<file path="src/ldoseq_pkg.sv">
// ----------------------------------------------------------------------------
// ldoseq_pkg
// Types and constants shared by the LDO rail enable sequencer and its
// testbench.
// ----------------------------------------------------------------------------
package ldoseq_pkg;

    // result action codes
    localparam logic [1:0] ACT_WRITE  = 2'd0;
    localparam logic [1:0] ACT_CHIP   = 2'd1;
    localparam logic [1:0] ACT_REJECT = 2'd2;

    // request type codes
    localparam logic REQ_ON  = 1'b0;
    localparam logic REQ_OFF = 1'b1;

    localparam logic [7:0]  CHIP_BIT       = 8'h80;
    localparam logic [7:0]  EN_REG         = 8'h0e;
    localparam logic [7:0]  VOUT_REG_FIRST = 8'h03;
    localparam logic [11:0] G1_MAX         = 12'd1512;
    localparam logic [11:0] G1_BASE        = 12'd496;
    localparam logic [11:0] G2_MAX         = 12'd3544;
    localparam logic [11:0] G2_BASE        = 12'd1504;

    localparam int          MAX_RES        = 3;

    typedef struct packed {
        logic        req_type;
        logic [2:0]  ldo_number;
        logic [11:0] millivolts;
    } t_req;

    typedef struct packed {
        logic [1:0] action;
        logic [7:0] reg_addr;
        logic [7:0] reg_data;
        logic       chip_enable;
        logic       last;
    } t_res;

endpackage

</file>
<file path="src/ldoseq_if.sv">
// ----------------------------------------------------------------------------
// ldoseq channel interfaces
// Valid/ready channels for requests and results of the LDO rail sequencer.
// ----------------------------------------------------------------------------
interface ldoseq_req_if;
    logic        valid;
    logic        ready;
    logic        req_type;
    logic [2:0]  ldo_number;
    logic [11:0] millivolts;

    modport source (output valid, output req_type, output ldo_number,
                    output millivolts, input ready);
    modport sink   (input valid, input req_type, input ldo_number,
                    input millivolts, output ready);
endinterface

interface ldoseq_res_if;
    logic       valid;
    logic       ready;
    logic [1:0] action;
    logic [7:0] reg_addr;
    logic [7:0] reg_data;
    logic       chip_enable;
    logic       last;

    modport source (output valid, output action, output reg_addr,
                    output reg_data, output chip_enable, output last,
                    input ready);
    modport sink   (input valid, input action, input reg_addr,
                    input reg_data, input chip_enable, input last,
                    output ready);
endinterface

</file>
<file path="src/ldo_rail_enable_sequencer.sv">
// ----------------------------------------------------------------------------
// ldo_rail_enable_sequencer
// Turns LDO rails 1..7 on or off behind one chip-enable pin and emits the
// chip-enable changes and register writes that each request causes.
// ----------------------------------------------------------------------------
//  channel   dir   beat payload
//  i_req     in    req_type, ldo_number, millivolts
//  o_res     out   action, reg_addr, reg_data, chip_enable, last
//
//  A request beat lands in an input register and is decoded once the result
//  queue is empty, or in the cycle its last queued beat is taken, into up to
//  three result beats in a small result queue; the rail mask is updated as it
//  is decoded. Results leave one beat per cycle while o_res is ready, and each
//  request yields 0 to 3 of them; the result queue drain sets the throughput.
//  Synchronous active-low reset clears the mask (chip off) and all valids.
//  Either side may stall at any time; nothing is dropped.
// ----------------------------------------------------------------------------
module ldo_rail_enable_sequencer (
    input  logic          i_clk,
    input  logic          i_rst_n,
    ldoseq_req_if.sink    i_req,
    ldoseq_res_if.source  o_res
);
    import ldoseq_pkg::*;

    logic        r_in_vld;
    t_req        r_in;
    logic [7:0]  r_mask;
    logic [7:0]  n_mask;
    t_res        r_q [MAX_RES];
    t_res        n_list [MAX_RES];
    logic [1:0]  r_cnt;
    logic [1:0]  n_cnt;
    logic        pop;
    logic        load;

    logic        ce;
    logic        g1;
    logic [11:0] vmax;
    logic [11:0] vbase;
    logic [11:0] vclamp;
    logic [11:0] vdiff;
    logic [7:0]  vcode;
    logic [7:0]  rail_bit;
    logic [7:0]  mask_on;
    logic [7:0]  mask_off;
    logic [7:0]  vreg;

    assign pop  = o_res.valid && o_res.ready;
    assign load = r_in_vld && ((r_cnt == 2'd0) || ((r_cnt == 2'd1) && pop));
    assign i_req.ready = !r_in_vld || load;

    assign o_res.valid       = (r_cnt != 2'd0);
    assign o_res.action      = r_q[0].action;
    assign o_res.reg_addr    = r_q[0].reg_addr;
    assign o_res.reg_data    = r_q[0].reg_data;
    assign o_res.chip_enable = r_q[0].chip_enable;
    assign o_res.last        = r_q[0].last;

    // voltage code: clamp to group max, subtract base saturating, divide by 8
    always_comb begin
        g1     = (r_in.ldo_number <= 3'd2);
        vmax   = g1 ? G1_MAX : G2_MAX;
        vbase  = g1 ? G1_BASE : G2_BASE;
        vclamp = (r_in.millivolts > vmax) ? vmax : r_in.millivolts;
        vdiff  = (vclamp > vbase) ? (vclamp - vbase) : 12'd0;
        vcode  = vdiff[10:3];
    end

    always_comb begin
        ce       = r_mask[7];
        rail_bit = 8'd1 << (r_in.ldo_number - 3'd1);
        mask_on  = r_mask | CHIP_BIT | rail_bit;
        mask_off = r_mask & ~rail_bit;
        vreg     = VOUT_REG_FIRST + {5'd0, r_in.ldo_number} - 8'd1;
        n_mask   = r_mask;
        n_cnt    = 2'd0;
        for (int k = 0; k < MAX_RES; k++) begin
            n_list[k] = '{ACT_WRITE, 8'd0, 8'd0, 1'b0, 1'b0};
        end
        if (r_in.ldo_number == 3'd0) begin
            n_list[0] = '{ACT_REJECT, 8'd0, 8'd0, ce, 1'b1};
            n_cnt     = 2'd1;
        end else if (r_in.req_type == REQ_ON) begin
            n_mask = mask_on;
            if (!ce) begin
                n_list[0] = '{ACT_CHIP, 8'd0, 8'd0, 1'b1, 1'b0};
                n_list[1] = '{ACT_WRITE, vreg, vcode, 1'b1, 1'b0};
                n_list[2] = '{ACT_WRITE, EN_REG, mask_on, 1'b1, 1'b1};
                n_cnt     = 2'd3;
            end else begin
                n_list[0] = '{ACT_WRITE, vreg, vcode, 1'b1, 1'b0};
                n_list[1] = '{ACT_WRITE, EN_REG, mask_on, 1'b1, 1'b1};
                n_cnt     = 2'd2;
            end
        end else if (mask_off > CHIP_BIT) begin
            n_mask    = mask_off;
            n_list[0] = '{ACT_WRITE, EN_REG, mask_off, 1'b1, 1'b1};
            n_cnt     = 2'd1;
        end else if (mask_off[7]) begin
            // last rail gone: drop chip enable
            n_mask    = 8'd0;
            n_list[0] = '{ACT_CHIP, 8'd0, 8'd0, 1'b0, 1'b1};
            n_cnt     = 2'd1;
        end else begin
            n_mask = 8'd0;
        end
    end

    always_ff @(posedge i_clk) begin
        if (!i_rst_n) begin
            r_in_vld <= 1'b0;
            r_mask   <= 8'd0;
            r_cnt    <= 2'd0;
        end else begin
            if (i_req.ready) begin
                r_in_vld <= i_req.valid;
            end
            if (load) begin
                r_mask <= n_mask;
                r_cnt  <= n_cnt;
            end else if (pop) begin
                r_cnt <= r_cnt - 2'd1;
            end
        end
    end

    // payload registers: hold input, load or advance the result queue
    always_ff @(posedge i_clk) begin
        if (i_req.ready && i_req.valid) begin
            r_in.req_type   <= i_req.req_type;
            r_in.ldo_number <= i_req.ldo_number;
            r_in.millivolts <= i_req.millivolts;
        end
        if (load) begin
            r_q[0] <= n_list[0];
            r_q[1] <= n_list[1];
            r_q[2] <= n_list[2];
        end else if (pop) begin
            r_q[0] <= r_q[1];
            r_q[1] <= r_q[2];
        end
    end

endmodule

</file>
<file path="src/flat_wrapper.sv">
// flat-port wrapper written by rule: the top's interface ports become plain ports
module ldo_rail_enable_sequencer_flat import ldoseq_pkg::*;
  (i_clk, i_rst_n, i_req_valid, i_req_req_type, i_req_ldo_number, i_req_millivolts, i_req_ready, o_res_valid, o_res_action, o_res_reg_addr, o_res_reg_data, o_res_chip_enable, o_res_last, o_res_ready);
  ldoseq_req_if i_req_i ();
  ldoseq_res_if o_res_i ();
  input  logic i_clk;
  input  logic i_rst_n;
  input wire logic [$bits(i_req_i.valid)-1:0] i_req_valid;
  input wire logic [$bits(i_req_i.req_type)-1:0] i_req_req_type;
  input wire logic [$bits(i_req_i.ldo_number)-1:0] i_req_ldo_number;
  input wire logic [$bits(i_req_i.millivolts)-1:0] i_req_millivolts;
  output wire logic [$bits(i_req_i.ready)-1:0] i_req_ready;
  output wire logic [$bits(o_res_i.valid)-1:0] o_res_valid;
  output wire logic [$bits(o_res_i.action)-1:0] o_res_action;
  output wire logic [$bits(o_res_i.reg_addr)-1:0] o_res_reg_addr;
  output wire logic [$bits(o_res_i.reg_data)-1:0] o_res_reg_data;
  output wire logic [$bits(o_res_i.chip_enable)-1:0] o_res_chip_enable;
  output wire logic [$bits(o_res_i.last)-1:0] o_res_last;
  input wire logic [$bits(o_res_i.ready)-1:0] o_res_ready;
  assign i_req_i.valid = i_req_valid;
  assign i_req_i.req_type = i_req_req_type;
  assign i_req_i.ldo_number = i_req_ldo_number;
  assign i_req_i.millivolts = i_req_millivolts;
  assign i_req_ready = i_req_i.ready;
  assign o_res_valid = o_res_i.valid;
  assign o_res_action = o_res_i.action;
  assign o_res_reg_addr = o_res_i.reg_addr;
  assign o_res_reg_data = o_res_i.reg_data;
  assign o_res_chip_enable = o_res_i.chip_enable;
  assign o_res_last = o_res_i.last;
  assign o_res_i.ready = o_res_ready;
  ldo_rail_enable_sequencer u_core (.i_clk(i_clk), .i_rst_n(i_rst_n), .i_req(i_req_i), .o_res(o_res_i));
endmodule
</file>
<file path="config.mk">
export PLATFORM = sky130hd
export DESIGN_NAME = ldo_rail_enable_sequencer_flat
export DESIGN_NICKNAME = d
export VERILOG_FILES = /design/src/ldoseq_pkg.sv /design/src/ldoseq_if.sv /design/src/ldo_rail_enable_sequencer.sv /design/src/flat_wrapper.sv
export SDC_FILE = /design/constraint.sdc
export NUM_CORES = 1
export LEC_CHECK = 0
export BUFFER_PORTS_ARGS = -buffer_cell sky130_fd_sc_hd__buf_2
export CAP_MARGIN = 25
export CORE_MARGIN = 3
export CORE_UTILIZATION = 40
export DETAILED_ROUTE_END_ITERATION = 10
export PLACE_DENSITY = 0.58
export SLEW_MARGIN = 20
export SYNTH_ARGS = -nofsm -noshare
export SYNTH_HDL_FRONTEND = slang
export SYNTH_SLANG_ARGS = --single-unit
</file>
<file path="constraint.sdc">
create_clock -name i_clk -period 13.4 [get_ports i_clk]
set_input_delay 2.68 -clock i_clk [delete_from_list [all_inputs] [get_ports i_clk]]
set_output_delay 2.68 -clock i_clk [all_outputs]
set_load 0.02 [all_outputs]
</file>
==> results of run 1 <==
-- per-stage QoR --
step / utilization (%) / cell area (sq um) / instances / hold WS, ps / setup WS, ps
after global routing: 44.7 / 4150 / 523 / 524 / 7420
after detailed placement: 42.9 / 3980 / 507 / 496 / 7470
final: 44.7 / 4150 / 523 / 508 / 7480
after floorplan: - / 3830 / 375 / 472 / 7710
after CTS: 44.6 / 4140 / 523 / 513 / 7470
after global placement: 42.8 / 3970 / 506 / 483 / 7480
-- cell type report --
class / count / area [sq um]
fillers: 926 / 5140
flip-flops and latches: 71 / 2020
multi-input cells: 243 / 1510
repair buffers: 43 / 220
well taps: 129 / 161
clock buffers: 12 / 135
inverters: 21 / 78.8
clock inverters: 4 / 22.5
-- flip-flops by register name, indices dropped and copies added, names as in the netlist --
register         flops
u_core.r_mask        8
u_core.r_in_vld      1
u_core.r_q          44
u_core.r_in         16
u_core.r_cnt         2
-- cells in the mapped netlist (5+ instances only) --
cell type and count:
edfxtp_1 60, nand2_1 37, a21oi_1 32, nor2_1 25, o21ai_0 22, inv_1 21, buf_4 18, clkbuf_1 17
ha_1 15, o31ai_1 12, dfxtp_1 11, a31oi_1 10, and2_1 9, o22ai_1 8, a22oi_1 6, nand3_1 6
or3_1 5
-- path summary, 6_finish.rpt --
| path | startpoint | to | slack [ps] | depth (start not counted) |
|---|---|---|---|---|
| worst min-delay path | u_core.r_cnt[1] | u_core.r_cnt[1] | 510 | 1 |
| worst max register to register | u_core.r_in[12] | u_core.r_q[0][9] | 7890 | 17 |
| worst max-delay path | o_res_ready | i_req_ready | 7480 | 4 |
| worst min register to register | u_core.r_cnt[1] | u_core.r_cnt[1] | 510 | 1 |
-- worst register-to-register path: cells and delay by family (launching register included) --
kind | cells | cell delay (ps)
buffers and inverters | 2 | 280
adder cells (fa/ha/maj) | 3 | 930
AND/OR/NAND/NOR | 6 | 1360
flip-flops | 1 | 510
AO/OA/AOI/OAI | 6 | 2160
-- cells by family (layout without fill, tap and decap cells) --
logic type | after synthesis | count (layout) | synth area share (%)
buf+inv | 61 | 80 | 8.01
fa+ha+maj | 15 | 15 | 4.91
flops | 71 | 71 | 52.8
simple gates | 106 | 106 | 13.4
xor+xnor | 6 | 6 | 1.37
compound gates | 116 | 116 | 19.4
-- power groups by stage --
| stage | clock network [uW] | registers, uW | logic, uW |
|---|---|---|---|
| after floorplan | 0 | 340 | 196 |
| after global placement | 0 | 343 | 233 |
| after detailed placement | 0 | 344 | 237 |
| after CTS | 150 | 340 | 237 |
| after global routing | 160 | 347 | 260 |
| final | 148 | 340 | 234 |
-- routing by layer --
metal | track usage (%) | share of wire [%] | wire length, microns | vias to the layer above
li1 | - | - | - | 1385
met1 | 21.8 | 45 | 3790 | 1332
met2 | 26.4 | 48 | 4000 | 82
met3 | 3.49 | 5.2 | 433 | 13
met4 | 5.22 | 1.6 | 136 | 0
met5 | 0 | 0 | 0 | -
==> impl_metrics.ini, run 1 <==
[critical_path]
path_class = in -> out
critPathTopFamily = buffers and inverters
worstSetupStartpointType = input port
cp_num_buf_inv = 2
crit_top_cell = buf_2
crit_fanout = 3
critPathRequiredTime_ps = 10720
end_kind = output port
slowest_delay_ps = 200
crit_chain = buf_2, a21oi_1, nand2_1, buf_2
crit_arrival_ps = 3240
cpMaxStageDelayCell = a21oi_1

[worst_hold_path]
hold_class = reg -> reg

[floorplan]
dieHeight_microns = 104
die_area_sq_um = 10800
core_sq_um = 9280
die_w_microns = 104
start_util_pct = 41.2
rows = 35
pin_count = 42

[power]
pwr-share-clk_pct = 20.5
p_switching_uw = 263
internal-power_uw = 458
power_uw = 721
pwr_density_cell_nw_per_um2 = 174
seqPwrFrac_pct = 47.1
p_leak_uw = 0.00157
ir_worst_vdd_v = 0.0000641
p_comb_share_pct = 32.4
switching_share_pct = 36.5

[global_routing]
first_global_vias = 2804
gr-usage-all-layers_pct = 16.3
grt_max_degree = 41
grt_pass1_wl_microns = 14000
grt_overflow_total = 0
antenna_found_initial = 0

[synth]
ys_types = 48
synth_edf_count = 60
yosys.area.top_type = edfxtp_1
postSynthNetCount = 410
synth_warnings = 0
syn_inst = 375
ys_ff_latch = 71
seq_area_frac_synth_pct = 52.8
synth_area_sq_um = 3830
ys.flop_type = edfxtp_1
ys_top_cells_by_area = edfxtp_1 47%, dfxtp_1 5.8%, ha_1 4.9%
async_reset_ff_share_pct = 0
synth_top_area_share_pct = 47.1
syn_avg_cell_area_sq_um = 10.2

[detailed_routing]
dr_total_vias = 2812
finalWirelength_microns = 8360
dr.pass1.iters = 4
vias_per_cell = 5.38
drt_iter0_drc = 148
postRouteAntennaNets = 0
drc = 0
wl_per_cell_microns = 16.0

[cts]
ctsRootBufferMaster = clkbuf_8
post_cts_resized = 0
hold_buffers = 0
clk_latency_ps = 350
clkTransAtPathRegs_ps = 70
htree_levels = 3
cts_buffer_depth = 2
cts_tree = yes
numCtsBuffers = 9
cts_setup_buffers = 0
cts.sinks = 71

[finish]
mostFrequentLayoutCell = edfxtp_1
final_cell_mix = 60 x edfxtp_1, 41 x buf_2, 37 x nand2_1, 32 x a21oi_1, 25 x nor2_1
diodes = 0
drive_above_1_share_pct = 16.2
final_nets = 424
syn_to_final_growth_pct = 8.37

[outcome]
status = completed

[sta]
finalSetupTns_ps = 0
final-setup-viol-count = 0
finalHoldViolCount = 0
worstMarginPinSlew_ps = 694
rsz0062_at_grt = no
final-max-slew-violation-count = 0
finalCritPeriodShare_pct = 44.2
period_needed_ps = 5920
timing.fmax_ghz = 0.169
finClkSkew_ps = 12.5
maxSlewHeadroom_pct = 53.7

[place]
globalplace.congestion = 0.871
numPortBuffers = 41
dp_hpwl_microns = 5860

[run]
drv_cap = 0
Note: power is estimated with default switching activity, not from simulation.
==> inputs of run 2 (changes only) <==
==> constraint.sdc (replaced) <==
create_clock -name i_clk -period 5.7 [get_ports i_clk]
set_input_delay 1.14 -clock i_clk [delete_from_list [all_inputs] [get_ports i_clk]]
set_output_delay 1.14 -clock i_clk [all_outputs]
set_load 0.02 [all_outputs]
==> run 2 against run 1 <==
Against the previous run: combinational power rose by 140%; global-route usage rose by 0.20 points; cell area rose by 1.7%; sequential power rose by 140%; count of clock-buffer cells in the layout fell by 3; critical path type is now reg -> reg; critical endpoint is now u_core.r_q[0][9].
==> impl_metrics.ini, run 2 (synthesis results as in run 1) <==
[detailed_routing]
drc = 0
dr_total_vias = 2812
wl_per_cell_microns = 16.2
dr.pass1.iters = 4
finalWirelength_microns = 8500
drt_iter0_drc = 239
postRouteAntennaNets = 0
vias_per_cell = 5.36

[finish]
largest-register = u_core.r_q
mostFrequentLayoutCell = edfxtp_1
final_nets = 426
final_cell_mix = 60 x edfxtp_1, 41 x buf_2, 37 x nand2_1, 32 x a21oi_1, 25 x nor2_1
top_regs = u_core.r_q: 44 flops, u_core.r_in: 16 flops, u_core.r_mask: 8 flops
multiInputGateArea_sq_um = 1500
drive_above_1_share_pct = 17.2
seq_area_sq_um = 2020
diodes = 0
nFillCells = 883
syn_to_final_growth_pct = 10.2
largest_reg_flops = 44

[cts]
ctsRootBufferMaster = clkbuf_8
cts_setup_buffers = 0
cts_tree = yes
post_cts_resized = 0
numCtsBuffers = 9
htree_levels = 3
cts.sinks = 71
clkTransAtPathRegs_ps = 80
clk_latency_ps = 340
hold_buffers = 0
cts_buffer_depth = 2

[sta]
final-setup-viol-count = 0
finalHoldViolCount = 0
finalCritPeriodShare_pct = 92.0
finalSetupTns_ps = 0
final-max-slew-violation-count = 0
worstMarginPinSlew_ps = 741
timing.fmax_ghz = 0.191
finClkSkew_ps = 13.0
period_needed_ps = 5240
maxSlewHeadroom_pct = 50.6
rsz0062_at_grt = no

[global_routing]
grt_max_degree = 41
antenna_found_initial = 0
grt_pass1_wl_microns = 14200
gr-usage-all-layers_pct = 16.5
first_global_vias = 2778
grt_overflow_total = 0

[floorplan]
die_w_microns = 104
dieHeight_microns = 104
die_area_sq_um = 10800
start_util_pct = 41.2
rows = 35
core_sq_um = 9280
pin_count = 42

[power]
ir_worst_vdd_v = 0.000159
pwr_density_cell_nw_per_um2 = 427
p_leak_uw = 0.00161
power_uw = 1800

[place]
globalplace.congestion = 0.852
dp_hpwl_microns = 6010
numPortBuffers = 41

[critical_path]
critPathTopFamily = compound AO/OA/AOI/OAI gates
end_kind = flop
crit_arrival_ps = 5310
crit_chain = inv_1, ha_1, inv_1, a21oi_1, ha_1, nand2_1, or3_1, o21ai_0, and2_1, o21ai_0, ha_1, nand4b_1, nor3_1, o211ai_1, or2_2, a211oi_4, o311ai_0
cp_num_buf_inv = 2
critPathRequiredTime_ps = 5770
crit_fanout = 15
crit_top_cell = ha_1
worstSetupStartpointType = flop
cpMaxStageDelayCell = a211oi_4
path_class = reg -> reg
slowest_delay_ps = 590

[run]
drv_cap = 0

[worst_hold_path]
hold_class = reg -> reg

[outcome]
status = completed
## run 2: cell types whose count changed in the layout (fill, tap and decap cells not counted), sizes merged
cell      previous run  this run
clkbuf              12         9
buf                 43        45
bufinv               0         2
clkinvlp             0         2
clkinv               4         3
## run 2: final cells by class
type | instances | share of cell area [%]
Multi-Input combinational cell | 243 | 35.5
Tap cell | 129 | 3.83
Clock buffer | 9 | 2.94
Sequential cell | 71 | 48.0
Clock inverter | 7 | 2.31
Inverter | 21 | 1.87
Timing Repair Buffer | 45 | 5.58
## run 2: power by group
part | leakage, uW | switching, uW | internal (uW)
sequential | 0.000675 | 53.2 | 746
combinational | 0.000826 | 379 | 179
clock | 0.000105 | 198 | 247
total | 0.00161 | 631 | 1170
## run 2: through the flow
stage                     hold WS [ps]  cell area, sq um  setup slack (ps)  utilization [%]  cells
after floorplan                    472              3830              1170                -    375
after global placement             486              4000               649             43.0    509
after detailed placement           494              4000               519             43.0    509
after CTS                          514              4220               513             45.4    525
after global routing               538              4220              62.6             45.4    525
final                              509              4220               457             45.4    525
## run 2: worst paths after layout
path	startpoint	endpoint	slack [ps]	depth (start not counted)
hold / removal	u_core.r_cnt[1]	u_core.r_cnt[1]	510	1
hold reg to reg	u_core.r_cnt[1]	u_core.r_cnt[1]	510	1
setup reg to reg	u_core.r_in[12]	u_core.r_q[0][9]	460	17
setup / recovery	u_core.r_in[12]	u_core.r_q[0][9]	460	17
## run 2: routing by layer
| layer | vias up | share of wire (%) | routed length [microns] | GRT usage [%] |
|---|---|---|---|---|
| met4 | 0 | 0.65 | 55 | 4.65 |
| met3 | 5 | 4.8 | 404 | 3.36 |
| met1 | 1348 | 45 | 3840 | 21.0 |
| li1 | 1385 | - | - | - |
| met5 | - | 0 | 0 | 0 |
| met2 | 74 | 49 | 4200 | 28.5 |
